--- src/rtl/dobf_pkg.sv ---
package dobf_pkg;

  // Field widths fixed by the stream format
  localparam int CMD_W       = 2;
  localparam int PUSH_W      = 32;
  localparam int POP_W       = 32;
  localparam int DROP_W      = 16;
  localparam int LEVEL_W     = 6;
  localparam int OUT_TDATA_W = 1 + POP_W + DROP_W + 1 + LEVEL_W;

  // Defaults for the top-level parameters
  localparam int DEFAULT_DEPTH      = 32;
  localparam int DEFAULT_WORD_WIDTH = 32;

  // Limit register reset and drop counter ceiling
  localparam logic [LEVEL_W-1:0] MAX_LEVEL_RESET = 6'd30;
  localparam logic [DROP_W-1:0]  DROP_MAX        = 16'hFFFF;

  // Command codes carried on in_tuser
  typedef enum logic [CMD_W-1:0] {
    CMD_PUSH     = 2'd0,
    CMD_POP      = 2'd1,
    CMD_CLEAR    = 2'd2,
    CMD_CLR_DROP = 2'd3
  } cmd_t;

  // Controller states
  typedef enum logic {
    ST_IDLE = 1'b0,
    ST_EXEC = 1'b1
  } state_t;

  // Controller to datapath commands
  typedef struct packed {
    logic capture;  // input beat taken: latch it and read the head entry
    logic commit;   // apply the command and load the result register
  } ctrl_cmd_t;

endpackage

--- src/rtl/drop_oldest_bounded_fifo.sv ---
// Drop-oldest FIFO with a configurable occupancy limit.
// Flow: the accepted beat and the head entry are registered, then the command is applied
// in execution and its result registered; no new command is taken until execution ends.
// A stalled result blocks acceptance of the next command; the current one waits in execution.
// Reset (synchronous, rst_n low): pointers, level and drop count go to zero, limit to 30.
// The word store is not cleared; entries are defined once written.
module drop_oldest_bounded_fifo #(
  parameter int DEPTH      = dobf_pkg::DEFAULT_DEPTH,
  parameter int WORD_WIDTH = dobf_pkg::DEFAULT_WORD_WIDTH
) (
  input  logic                             clk,
  input  logic                             rst_n,
  input  logic                             in_tvalid,
  output logic                             in_tready,
  input  logic [dobf_pkg::PUSH_W-1:0]      in_tdata,  // push_word
  input  logic [dobf_pkg::CMD_W-1:0]       in_tuser,  // command
  output logic                             out_tvalid,
  input  logic                             out_tready,
  // success, pop_word, drop_count, full_flag, fill_level
  output logic [dobf_pkg::OUT_TDATA_W-1:0] out_tdata,
  input  logic                             cfg_wr_en,
  input  logic [dobf_pkg::LEVEL_W-1:0]     cfg_wr_data  // max_level
);
  import dobf_pkg::*;

  ctrl_cmd_t cmd;

  dobf_ctrl u_ctrl (
    .clk        (clk),
    .rst_n      (rst_n),
    .in_tvalid  (in_tvalid),
    .in_tready  (in_tready),
    .out_tvalid (out_tvalid),
    .out_tready (out_tready),
    .cmd        (cmd)
  );

  dobf_dpath #(
    .DEPTH      (DEPTH),
    .WORD_WIDTH (WORD_WIDTH)
  ) u_dpath (
    .clk          (clk),
    .rst_n        (rst_n),
    .cmd          (cmd),
    .in_command   (in_tuser),
    .in_push_word (in_tdata),
    .cfg_wr_en    (cfg_wr_en),
    .cfg_wr_data  (cfg_wr_data),
    .out_tdata    (out_tdata)
  );

endmodule

--- src/rtl/dobf_ctrl.sv ---
module dobf_ctrl (
  input  logic                clk,
  input  logic                rst_n,
  input  logic                in_tvalid,
  output logic                in_tready,
  output logic                out_tvalid,
  input  logic                out_tready,
  output dobf_pkg::ctrl_cmd_t cmd
);
  import dobf_pkg::*;

  state_t state_r, state_nxt;
  logic   out_valid_r, out_valid_nxt;
  logic   out_free;

  // Result slot can take a new result this cycle
  assign out_free = !out_valid_r || out_tready;

  // Next state
  always_comb begin
    state_nxt = state_r;
    unique case (state_r)
      ST_IDLE: begin
        if (in_tvalid) state_nxt = ST_EXEC;
      end
      ST_EXEC: begin
        if (out_free) state_nxt = ST_IDLE;
      end
      default: state_nxt = ST_IDLE;
    endcase
  end

  // Outputs
  always_comb begin
    in_tready   = 1'b0;
    cmd.capture = 1'b0;
    cmd.commit  = 1'b0;
    unique case (state_r)
      ST_IDLE: begin
        in_tready   = 1'b1;
        cmd.capture = in_tvalid;
      end
      ST_EXEC: begin
        cmd.commit = out_free;
      end
      default: begin
        in_tready = 1'b0;
      end
    endcase
  end

  // Hold the result valid until the beat is taken
  always_comb begin
    out_valid_nxt = out_valid_r;
    if (cmd.commit) out_valid_nxt = 1'b1;
    else if (out_tready) out_valid_nxt = 1'b0;
  end

  assign out_tvalid = out_valid_r;

  always_ff @(posedge clk) begin
    if (!rst_n) begin
      state_r     <= ST_IDLE;
      out_valid_r <= 1'b0;
    end else begin
      state_r     <= state_nxt;
      out_valid_r <= out_valid_nxt;
    end
  end

`ifndef SYNTHESIS
  a_cap_commit_excl: assert property (@(posedge clk) disable iff (!rst_n)
    !(cmd.capture && cmd.commit))
    else $error("capture and commit in the same cycle");

  a_exec_stall_holds: assert property (@(posedge clk) disable iff (!rst_n)
    (state_r == ST_EXEC && out_valid_r && !out_tready) |=> (state_r == ST_EXEC))
    else $error("command left execution while the result slot was busy");

  a_commit_sets_valid: assert property (@(posedge clk) disable iff (!rst_n)
    cmd.commit |=> out_tvalid)
    else $error("committed result not presented");
`endif

endmodule

--- src/rtl/dobf_dpath.sv ---
module dobf_dpath #(
  parameter int DEPTH      = dobf_pkg::DEFAULT_DEPTH,
  parameter int WORD_WIDTH = dobf_pkg::DEFAULT_WORD_WIDTH
) (
  input  logic                             clk,
  input  logic                             rst_n,
  input  dobf_pkg::ctrl_cmd_t              cmd,
  input  logic [dobf_pkg::CMD_W-1:0]       in_command,
  input  logic [dobf_pkg::PUSH_W-1:0]      in_push_word,
  input  logic                             cfg_wr_en,
  input  logic [dobf_pkg::LEVEL_W-1:0]     cfg_wr_data,
  output logic [dobf_pkg::OUT_TDATA_W-1:0] out_tdata
);
  import dobf_pkg::*;

  localparam int PTR_W = $clog2(DEPTH);
  localparam int OCC_W = $clog2(DEPTH + 1);
  localparam int CMP_W = (OCC_W > LEVEL_W) ? OCC_W : LEVEL_W;
  localparam logic [CMP_W-1:0] DEPTH_C = CMP_W'(DEPTH);
  localparam logic [PTR_W-1:0] LAST_PTR = PTR_W'(DEPTH - 1);

  // Word store
  logic [WORD_WIDTH-1:0] mem [DEPTH];
  logic [WORD_WIDTH-1:0] rd_data_r;

  // Latched beat
  cmd_t                  cmd_r;
  logic [PUSH_W-1:0]     word_r;

  // FIFO state
  logic [PTR_W-1:0]      head_r, head_nxt;
  logic [PTR_W-1:0]      tail_r, tail_nxt;
  logic [OCC_W-1:0]      occ_r, occ_nxt;
  logic [DROP_W-1:0]     drop_r, drop_nxt;
  logic [LEVEL_W-1:0]    max_level_r;

  // Result register
  logic                  res_ok_r, res_ok_nxt;
  logic [POP_W-1:0]      res_pop_r, res_pop_nxt;
  logic [DROP_W-1:0]     res_drop_r;
  logic                  res_full_r, res_full_nxt;
  logic [LEVEL_W-1:0]    res_level_r, res_level_nxt;

  // Width adaptation
  logic [WORD_WIDTH+PUSH_W-1:0] wr_ext;
  logic [WORD_WIDTH-1:0]        wr_word;
  logic [WORD_WIDTH+POP_W-1:0]  rd_ext;
  logic [OCC_W+LEVEL_W-1:0]     level_ext;
  logic [CMP_W-1:0]             limit, max_ext, occ_ext, occ_nxt_ext;
  logic                         at_limit;
  logic                         do_write;

  assign wr_ext    = {{WORD_WIDTH{1'b0}}, word_r};
  assign wr_word   = wr_ext[WORD_WIDTH-1:0];
  assign rd_ext    = {{POP_W{1'b0}}, rd_data_r};
  assign level_ext = {{LEVEL_W{1'b0}}, occ_nxt};

  // Clamp the configured limit to one through DEPTH
  assign max_ext = CMP_W'(max_level_r);
  always_comb begin
    if (max_level_r == '0) limit = CMP_W'(1);
    else if (max_ext > DEPTH_C) limit = DEPTH_C;
    else limit = max_ext;
  end

  assign occ_ext     = CMP_W'(occ_r);
  assign occ_nxt_ext = CMP_W'(occ_nxt);
  assign at_limit    = (occ_ext >= limit) && (occ_r != '0);

  // Apply the latched command
  always_comb begin
    head_nxt    = head_r;
    tail_nxt    = tail_r;
    occ_nxt     = occ_r;
    drop_nxt    = drop_r;
    res_ok_nxt  = 1'b1;
    res_pop_nxt = '0;
    case (cmd_r)
      CMD_PUSH: begin
        tail_nxt = (tail_r == LAST_PTR) ? '0 : tail_r + PTR_W'(1);
        if (at_limit) begin
          // drop the oldest word, level stays
          head_nxt   = (head_r == LAST_PTR) ? '0 : head_r + PTR_W'(1);
          res_ok_nxt = 1'b0;
          if (drop_r != DROP_MAX) drop_nxt = drop_r + DROP_W'(1);
        end else begin
          occ_nxt = occ_r + OCC_W'(1);
        end
      end
      CMD_POP: begin
        if (occ_r != '0) begin
          head_nxt    = (head_r == LAST_PTR) ? '0 : head_r + PTR_W'(1);
          occ_nxt     = occ_r - OCC_W'(1);
          res_pop_nxt = rd_ext[POP_W-1:0];
        end else begin
          res_ok_nxt = 1'b0;
        end
      end
      CMD_CLEAR: begin
        head_nxt = '0;
        tail_nxt = '0;
        occ_nxt  = '0;
      end
      CMD_CLR_DROP: begin
        drop_nxt = '0;
      end
      default: begin
        res_ok_nxt = 1'b0;
      end
    endcase
    res_full_nxt  = (occ_nxt_ext >= limit);
    res_level_nxt = level_ext[LEVEL_W-1:0];
  end

  assign do_write = cmd.commit && (cmd_r == CMD_PUSH);

  // Store write and registered head read
  always_ff @(posedge clk) begin
    if (do_write) mem[tail_r] <= wr_word;
    if (cmd.capture) rd_data_r <= mem[head_r];
  end

  // Latch the accepted beat
  always_ff @(posedge clk) begin
    if (cmd.capture) begin
      cmd_r  <= cmd_t'(in_command);
      word_r <= in_push_word;
    end
  end

  // Advance FIFO state and the limit register
  always_ff @(posedge clk) begin
    if (!rst_n) begin
      head_r      <= '0;
      tail_r      <= '0;
      occ_r       <= '0;
      drop_r      <= '0;
      max_level_r <= MAX_LEVEL_RESET;
    end else begin
      if (cmd.commit) begin
        head_r <= head_nxt;
        tail_r <= tail_nxt;
        occ_r  <= occ_nxt;
        drop_r <= drop_nxt;
      end
      if (cfg_wr_en) max_level_r <= cfg_wr_data;
    end
  end

  // Load the result register
  always_ff @(posedge clk) begin
    if (cmd.commit) begin
      res_ok_r    <= res_ok_nxt;
      res_pop_r   <= res_pop_nxt;
      res_drop_r  <= drop_nxt;
      res_full_r  <= res_full_nxt;
      res_level_r <= res_level_nxt;
    end
  end

  assign out_tdata = {res_level_r, res_full_r, res_drop_r, res_pop_r, res_ok_r};

`ifndef SYNTHESIS
  a_occ_bounded: assert property (@(posedge clk) disable iff (!rst_n)
    occ_r <= OCC_W'(DEPTH))
    else $error("occupancy above store depth");

  a_push_nonempty: assert property (@(posedge clk) disable iff (!rst_n)
    do_write |=> (occ_r != '0))
    else $error("store empty after a push");

  a_drop_stable: assert property (@(posedge clk) disable iff (!rst_n)
    !cmd.commit |=> $stable(drop_r))
    else $error("drop counter moved without a command");
`endif

endmodule
--- config.mk ---
export PLATFORM = sky130hd
export DESIGN_NAME = drop_oldest_bounded_fifo
export DESIGN_NICKNAME = d
export VERILOG_FILES = /design/src/rtl/dobf_pkg.sv /design/src/rtl/drop_oldest_bounded_fifo.sv /design/src/rtl/dobf_ctrl.sv /design/src/rtl/dobf_dpath.sv
export SDC_FILE = /design/constraint.sdc
export NUM_CORES = 1
export LEC_CHECK = 0
export BUFFER_PORTS_ARGS = -buffer_cell sky130_fd_sc_hd__buf_2
export CAP_MARGIN = 10
export CORE_UTILIZATION = 45
export CTS_CLUSTER_SIZE = 20
export DETAILED_ROUTE_END_ITERATION = 10
export SYNTH_ARGS = -nofsm -noshare
export SYNTH_HDL_FRONTEND = slang
export SYNTH_HIERARCHICAL = 1
export SYNTH_SLANG_ARGS = --single-unit
export TNS_END_PERCENT = 10
--- constraint.sdc ---
create_clock -name clk -period 5 [get_ports clk]
set_clock_uncertainty 0.05 [all_clocks]
set_input_delay 0.75 -clock clk [delete_from_list [all_inputs] [get_ports clk]]
set_output_delay 0.75 -clock clk [all_outputs]
set_load 0.02 [all_outputs]
======== After elaboration in Yosys (flattened, before gate mapping) ========
Memory sizes are Yosys's and may differ from the RTL's. A register that Yosys moved wholly into a read port is not among the register bits.
Index checks and enable logic that the tools add are counted.
storage, ports and cells
  memory bits (writable) .................. 1024
  word-level logic and storage cells ...... 72
  bits of input ports ..................... 45
  register bits after elaboration ......... 130
  memories kept ........................... 1
memories
  memory       words  width  rd ports  clocked after memory_dff  write ports  RTL line          source
  u_dpath.mem  32     32     1         1                         1            dobf_dpath.sv:23  logic [WORD_WIDTH-1:0] mem [DEPTH];
operators by class
  reduce and logical (&&, ||, !) cells .... 13
  bitwise gates (word level) .............. 1
  order comparisons ....................... 3
  mux-type cells .......................... 27
  eq/ne operators ......................... 8
  add/subtract/negate cells ............... 5
operators with widths
  operator               number
  $mux 16                2
  $pmux 16 s2            1
  $mux 6                 4
  $mux 5                 4
  $pmux 6 s3             1
  $add 16x1->16 const B  1
  $ne 16x16->1 const B   1
  $pmux 5 s3             1
  $ge 6x6->1             2
  $mux 1                 11
  $add 5x1->5 const B    2
  $eq 5x5->1 const B     2
  $pmux 5 s2             1
  $add 6x1->6 const B    1
  $gt 6x6->1 const B     1
  $logic_not 6->1        1
  $reduce_bool 6->1      1
  $sub 6x1->6 const B    1
  $eq 2x2->1 const B     2
  $ne 2x1->1 const B     2
  $pmux 1 s2             2
  $reduce_and 2->1       2
  $reduce_and 4->1       1
  $reduce_bool 2->1      2
  7 further kinds        8

======== Logic depth before layout (Yosys ltp) ========
Gate-level depths: netlist of the first run.
  word-level depth ........................ 8
  depth in mapped cells ................... 18
  mapped depth without buffers ............ 17

======== By module ========
Netlist of the first run, hierarchy kept.
by module, submodules not included
  module      area each (um2)  cells an instance  times used
  dobf_dpath  45861.5          2080               1
  dobf_ctrl   110.1            10                 1

======== Worst setup path after synthesis of the first run ========
Ideal clock, no wire load.
  path kind ............................... input-to-reg
  start point ............................. in out_tready
  end point ............................... mem u_dpath/mem[30][0] in the netlist's numbering (enable)
  cell stages on the path ................. 7
  data arrival time ....................... 3535 ps
  setup slack ............................. 994 ps
  data required time ...................... 4529 ps
  cells stage by stage .................... nand2b_4 -> and2_1 -> buf_4 -> inv_1 -> nor2_2 -> nand2_1 -> nor2_1
RTL lines
  item                RTL line                        source
  start: declaration  drop_oldest_bounded_fifo.sv:18  input logic out_tready,
  end: declaration    dobf_dpath.sv:23

======== Worst setup path in the final report of the first run ========
  start point ............................. reg u_dpath.max_level_r[1] (netlist: u_dpath/max_ext[1])
  end point ............................... reg u_dpath.res_full_r (data pin)
on the way
  word-level cells in the longest chain between the ends .. 8
  elaborated cells on any way between the ends .. 9
RTL lines
  item                      RTL line           source
  start: declaration        dobf_dpath.sv:35   logic [LEVEL_W-1:0] max_level_r;
  start signal: assignment  dobf_dpath.sv:146  if (cfg_wr_en) max_level_r <= cfg_wr_data;
  $gt 6x6->1                dobf_dpath.sv:62   else if (max_ext > DEPTH_C) limit = DEPTH_C;
  $mux 6                    dobf_dpath.sv:62
  $mux 6 *                  dobf_dpath.sv:61   if (max_level_r == '0) limit = CMP_W'(1);
  $ge 6x6->1 *              dobf_dpath.sv:68   assign at_limit = (occ_ext >= limit) && (occ_r != '0);
  $logic_and 1x1->1 *       dobf_dpath.sv:68
  $mux 6 *                  dobf_dpath.sv:81   if (at_limit) begin
  $pmux 6 s3 *              dobf_dpath.sv:78   case (cmd_r)
  net u_dpath.occ_nxt[3]    dobf_dpath.sv:33   logic [OCC_W-1:0] occ_r, occ_nxt;
  $ge 6x6->1 *              dobf_dpath.sv:111  res_full_nxt = (occ_nxt_ext >= limit);
  net u_dpath.res_full_nxt  dobf_dpath.sv:41   logic res_full_r, res_full_nxt;
  end signal: assignment    dobf_dpath.sv:156  res_full_r <= res_full_nxt;
  end: declaration          dobf_dpath.sv:41
The timed path passes the listed nets; every way through them passes the cells marked *.
A chain may end at the register's enable or synchronous reset.

==> results of run 1 <==
-- sequential cells by signal, summed over array words and instances (netlist names) --
register	count
u_dpath/mem	1024
u_dpath/rd_data_r	32
u_dpath/res_pop_r	32
u_dpath/word_r	32
u_dpath/drop_r	16
u_dpath/res_drop_r	16
u_dpath/max_ext	6
u_dpath/occ_ext	6
u_dpath/res_level_r	6
u_dpath/head_r	5
u_dpath/tail_r	5
u_dpath/cmd_r	2
u_ctrl/out_tvalid	1
u_ctrl/state_r	1
u_dpath/res_full_r	1
u_dpath/res_ok_r	1
-- power groups by stage --
stage               Sequential, uW  Combinational, uW  Clock, uW
global route                 11100                487       9390
finish                       11100                451       8840
floorplan                    11300                277          0
global placement             11300                460          0
detailed placement           11300                459          0
CTS                          11100                462       9020
-- routing by layer --
| layer | global-route usage (%) | routed length [um] | up-vias |
|---|---|---|---|
| li1 | - | - | 9201 |
| met3 | 3.58 | 7020 | 158 |
| met2 | 35.3 | 54300 | 796 |
| met5 | 0 | 0 | - |
| met4 | 4.94 | 2100 | 0 |
| met1 | 30.8 | 46500 | 11900 |
-- placed cells by master, fill, tap and decap left out, types with 8 or more instances in the layout --
cell	count
a21oi_1	26
nor2_1	48
o21ai_0	20
a31oi_1	8
nand4_1	14
nor2_4	32
edfxtp_1	1146
clkbuf_16	120
ha_1	25
inv_1	17
mux4_2	320
mux2i_1	9
nand3_1	24
bufinv_16	14
clkinv_2	27
buf_2	102
nand2_1	47
mux2_2	32
buf_12	19
nor3_1	16
and3_1	41
dfxtp_1	35
clkinv_1	37
xor2_1	11
clkbuf_1	14
buf_4	57
-- worst reg2reg max path: stages, from the launching register on --
cell      delay, ns
dfxtp_1        0.32
nor4_1         0.29
nor2_1         0.06
nor2_1         0.17
ha_1           0.26
nand2b_1       0.14
a21oi_1        0.21
o21ai_1        0.10
buf_4          0.22
nor4_1         0.67
o31ai_1        0.17
a21o_1         0.22
ha_1           0.28
nor2b_1        0.12
o21ai_0        0.17
a21oi_1        0.10
-- synthesized netlist by cell type (3+ instances only) --
| cell | count |
|---|---|
| or3_1 | 6 |
| o21ai_0 | 21 |
| mux2_2 | 32 |
| a41oi_1 | 4 |
| buf_6 | 4 |
| clkbuf_1 | 66 |
| dfxtp_1 | 40 |
| nand2b_1 | 4 |
| nand3_1 | 24 |
| buf_4 | 6 |
| and3_1 | 41 |
| o21a_1 | 4 |
| nor4_1 | 4 |
| mux4_2 | 320 |
| or3b_2 | 3 |
| ha_1 | 26 |
| o211ai_1 | 3 |
| edfxtp_1 | 1146 |
| nand4_1 | 14 |
| buf_2 | 26 |
| nor2_1 | 80 |
| or4_1 | 4 |
| nand3b_1 | 5 |
| xor2_1 | 11 |
| buf_1 | 14 |
| inv_1 | 17 |
| nor3_1 | 16 |
| o221a_2 | 3 |
| a31oi_1 | 8 |
| nor2b_1 | 3 |
| nand2_1 | 47 |
| mux2i_1 | 9 |
| a21oi_1 | 26 |
| a211oi_1 | 5 |
| a22oi_1 | 4 |
-- area by class of cell --
type                    count  area (um^2)  share of cell area [%]
clock inverters            90          833                    1.58
inverters                  17         63.8                   0.121
well taps                1357         1700                    3.22
flip-flops and latches   1186        35200                    66.9
repair buffers            178         1320                    2.50
clock buffers             136         3080                    5.86
multi-input cells         771        10400                    19.8
-- path summary, 6_finish.rpt --
check | startpoint | endpoint | slack [ns] | cells after the start
worst min-delay path | in_tdata[24] | u_dpath/word_r[24]$_DFFE_PP_ | 0.17 | 1
worst max register to register | u_dpath/max_ext[1]$_SDFFE_PN1P_ | u_dpath/res_full_r$_DFFE_PP_ | 1.18 | 15
worst min register to register | u_dpath/max_ext[0]$_SDFFE_PN0P_ | u_dpath/max_ext[0]$_SDFFE_PN0P_ | 0.45 | 2
worst max-delay path | u_dpath/max_ext[1]$_SDFFE_PN1P_ | u_dpath/res_full_r$_DFFE_PP_ | 1.18 | 15
-- kinds of logic (layout without fill, tap and decap cells) --
family	after synthesis	count (layout)	share of synthesized area, %
flip-flops	1186	1186	76.6
multiplexers	361	361	16.7
AND/OR/NAND/NOR	265	265	2.92
buffers and inverters	133	421	1.27
AO/OA/AOI/OAI	106	106	1.60
adder cells (fa/ha/maj)	26	26	0.708
XOR/XNOR	13	13	0.248
-- metrics by stage --
step / util (%) / hold WS (ns) / instance area [um^2] / std cells / worst slack, ns
6_report: 52.3 / 0.168 / 52700 / 3735 / 1.18
5_1_grt: 52.3 / 0.133 / 52700 / 3735 / 0.802
4_1_cts: 52.3 / 0.117 / 52700 / 3735 / 1.12
3_5_place_dp: 48.4 / 0.445 / 48700 / 3509 / 1.15
3_3_place_gp: 48.4 / 0.441 / 48700 / 3509 / 1.07
2_1_floorplan: - / 0.411 / 46000 / 2090 / 0.994
==> results.toml, run 1 <==
[power]
power_uw = 20400
leakage_uw = 0.0162
comb_power_share_pct = 2.2
powerDensity_nw_per_um2 = 388
intPower_uw = 16300
peakVddDrop_v = 0.000298
p_switching_uw = 4130
seqPwrFrac_pct = 54.5
clock_power_share_pct = 43.3
p_sw_share_pct = 20.2

[logic_synthesis]
yosysTopAreaCellShare_pct = 74.9
yosysTopAreaCell = "edfxtp_1"
synth_area_um2 = 46000
synth_edf_count = 1146
synth_ff_type = "edfxtp_1"
synthesis.nets = 2161
ys_seq_area_share_pct = 76.6
yosysUniqueCellTypes = 69
ys.warnings.count = 6
avgSynthCellArea_um2 = 22.0
ys_ff_latch = 1186
async_reset_ff_share_pct = 0
synth_area_leaders = "edfxtp_1, mux4_2, dfxtp_1, mux2_2, ha_1"
synth_cells = 2090

[timing]
worst_slew_pin_slew_ns = 1.18
rsz0062_at_grt = "false"
tns_ns = 0
slew_viol_final = 0
min_period_ns = 3.82
setup_viol = 0
period_share_pct = 76.5
slew_headroom_pct = 21.6
fmax_mhz = 262
hold_viol = 0

[detailed_routing]
ant_nets = 0
dr.pass1.iters = 7
drc = 0
wirelength_um = 110000
wl_per_cell_um = 29.4
drtIter0Drc = 2532
vias = 22000
vias_per_cell = 5.90

[die]
rows = 116
core_um2 = 101000
die_w_um = 322
initial_core_util_pct = 45.6
dieArea_um2 = 103000
fp.dieH_um = 322
ios = 103

[flow_run]
drv_cap = 0

[worst_setup_path]
crit_buf_inv = 1
crit_family = "simple AND/OR/NAND/NOR gates"
path_cells = "nor4_1 -> nor2_1 -> nor2_1 -> ha_1 -> nand2b_1 -> a21oi_1 -> o21ai_1 -> buf_4 -> nor4_1 -> o31ai_1 -> a21o_1 -> ha_1 -> nor2b_1 -> o21ai_0 -> a21oi_1"
criticalPathCategory = "register to register"
startpoint_type = "register"
crit_slowest_cell = "nor4_1"
critPathMaxStageDelay_ns = 0.67
end_kind = "register"
crit_path_max_fanout = 21
worstPathArrival_ns = 4.17
critPathRequiredTime_ns = 5.34

[final_layout]
area.growth.synth_to_final_pct = 14.5
drive_gt1_share_pct = 32.0
antenna_cells = 0
nets = 2344
fill_cells = 7852

[clock_network]
cts_tree = "yes"
ctsHoldBuffers = 0
cts_resized = 0
root_buffer = "clkbuf_16"
clock-sinks = 1186
clk_latency_ns = 0.70
cts_setup_buffers = 0
clock_path_buffers = 3
clk_pin_slew_ns = 0.06
htree_num_levels = 3
cts_made_buffers = 119

[grt]
gr-total-overflow = 0
grt_pass1_vias = 22700
antenna_found_initial = 1
grt_first_pass_wirelength_um = 160000
grt_start_max_net_pins = 70
grt_util_all_layers_pct = 21.6

[outcome]
status = "completed"

[placed_design]
gp_congestion = 0.798
dp_hpwl_um = 60900
port_buffers = 102

[hold_path]
hold_class = "input pin to register"
Power figures use the tool's default switching activity.
==> run 2: changes to the inputs <==
Clock period 5 ns to 4 ns, I/O delays scaled along.
==> results.toml, run 2 (synthesis results as in run 1) <==
[outcome]
status = "completed"

[placed_design]
gp_congestion = 0.825
dpl.cell_count = 3539
dp_hpwl_um = 59000
port_buffers = 102

[final_layout]
final_common_cell = "edfxtp_1"
top_register = "u_dpath/mem"
layout.cells.non_filler = 3781
antenna_cells = 0
nets = 2400
area.growth.synth_to_final_pct = 15.1
drive_gt1_share_pct = 32.2
final_cell_mix = "edfxtp_1, mux4_2, clkbuf_16"
largest_register_ffs = 1024

[die]
initial_core_util_pct = 45.6
core_um2 = 101000
ios = 103
rows = 116
dieArea_um2 = 103000
die_w_um = 322
fp.dieH_um = 322

[flow_run]
drv_cap = 0

[grt]
grt_util_all_layers_pct = 21.1
grt_start_max_net_pins = 77
grt_pass1_vias = 22700
gr-total-overflow = 0
antenna_found_initial = 2
grt_first_pass_wirelength_um = 156000

[worst_setup_path]
critPathRequiredTime_ns = 4.41
crit_buf_inv = 0
startpoint_type = "register"
criticalPathCategory = "register to register"
path_cells = "nor4_1 -> nor2_1 -> nor2_1 -> ha_1 -> nand2b_1 -> a21oi_1 -> o21a_1 -> nor2_1 -> o21ai_0 -> a22oi_1 -> ha_1 -> nand2b_1 -> a21o_1 -> a21oi_1 -> nor2b_1 -> o21ai_0 -> a21oi_1"
crit_slowest_cell = "dfxtp_1"
reg2reg_slack_ns = 0.48
crit_path_max_fanout = 6
r2r_start = "u_dpath/max_ext[2]$_SDFFE_PN1P_"
crit_family = "compound AO/OA/AOI/OAI gates"
worstPathArrival_ns = 3.94
reg2regPathDepth = 17
end_kind = "register"
rr_endpoint = "u_dpath/res_full_r$_DFFE_PP_"
critPathMaxStageDelay_ns = 0.34

[hold_path]
hold_class = "input pin to register"
min_delay_worst_endpoint = "u_dpath/word_r[11]$_DFFE_PP_"
hp-start = "in_tdata[11]"
whs_path_depth = 1

[timing]
rsz0062_at_grt = "false"
period_share_pct = 88.1
worst_slew_pin_slew_ns = 1.07
slew_viol_final = 0
min_period_ns = 3.52
fmax_mhz = 284
tns_ns = 0
slew_headroom_pct = 28.4
hold_viol = 0
setup_viol = 0

[detailed_routing]
drc = 0
vias = 22000
wirelength_um = 107000
wl_per_cell_um = 28.3
vias_per_cell = 5.82
ant_nets = 0
drtIter0Drc = 2214
dr.pass1.iters = 5

[clock_network]
cts_made_buffers = 118
clock-sinks = 1186
cts_resized = 0
clk_pin_slew_ns = 0.07
cts_setup_buffers = 0
root_buffer = "clkbuf_16"
clk_latency_ns = 0.71
htree_num_levels = 3
clock_path_buffers = 3
cts_tree = "yes"

[power]
peakVddDrop_v = 0.000314
leakage_uw = 0.0164
powerDensity_nw_per_um2 = 472
run 2: how the worst max path moves through the flow:
stage,startpoint,to,slack [ns],cells past startpoint
CTS,u_dpath/max_ext[2]$_SDFFE_PN1P_,u_dpath/res_full_r$_DFFE_PP_,0.44,17
finish,u_dpath/max_ext[2]$_SDFFE_PN1P_,u_dpath/res_full_r$_DFFE_PP_,0.48,17
global route,u_dpath/max_ext[1]$_SDFFE_PN1P_,u_dpath/res_full_r$_DFFE_PP_,0.13,17
global placement,u_dpath/max_ext[1]$_SDFFE_PN1P_,u_dpath/res_full_r$_DFFE_PP_,0.32,17
floorplan,out_tready,u_dpath/mem[30][0]$_DFFE_PP_,0.14,7
detailed placement,u_dpath/max_ext[2]$_SDFFE_PN1P_,u_dpath/res_full_r$_DFFE_PP_,0.46,17
run 2: per-stage QoR:
stage	hold WS (ns)	area [um^2]	utilization (%)	power, uW	worst slack (ns)
2_1_floorplan	0.411	46000	-	14500	0.144
3_3_place_gp	0.430	49000	48.6	14700	0.316
3_5_place_dp	0.453	49000	48.6	14700	0.457
4_1_cts	0.00660	52900	52.5	25200	0.440
5_1_grt	0.0213	52900	52.5	25700	0.133
6_report	0.0372	52900	52.5	25000	0.477
run 2: what timing repair did:
| action | CTS | global route |
|---|---|---|
| endpoints found under the hold margin | 27 | 0 |
| hold buffers | 27 | 0 |
| setup endpoints to repair | 0 | 0 |
run 2: cell type report:
type                       instances  area [um^2]
sequential                      1186        35200
tap                             1357         1700
inverter                          17         63.8
clock buffer                     142         3040
timing repair buffer             235         1850
multi-input combinational        771        10400
clock inverter                    73          613
fill                            7778        47800
run 2: worst register-to-register path, delay by kind of cell, from the launching register on:
kind                     cells  cell delay [ns]
flip-flops                   1             0.34
adder cells (fa/ha/maj)      2             0.56
AO/OA/AOI/OAI                8             1.41
AND/OR/NAND/NOR              7             0.92
run 2: layer usage:
layer	routed length (um)	global-route usage [%]
met2	54000	35.3
met3	6740	3.19
met1	44400	29.0
met5	0	0
met4	2000	5.59
run 2: where the power goes:
group | total [uW] | switching [uW] | internal [uW]
combinational | 590 | 339 | 251
clock | 10500 | 4590 | 5920
sequential | 13900 | 179 | 13700
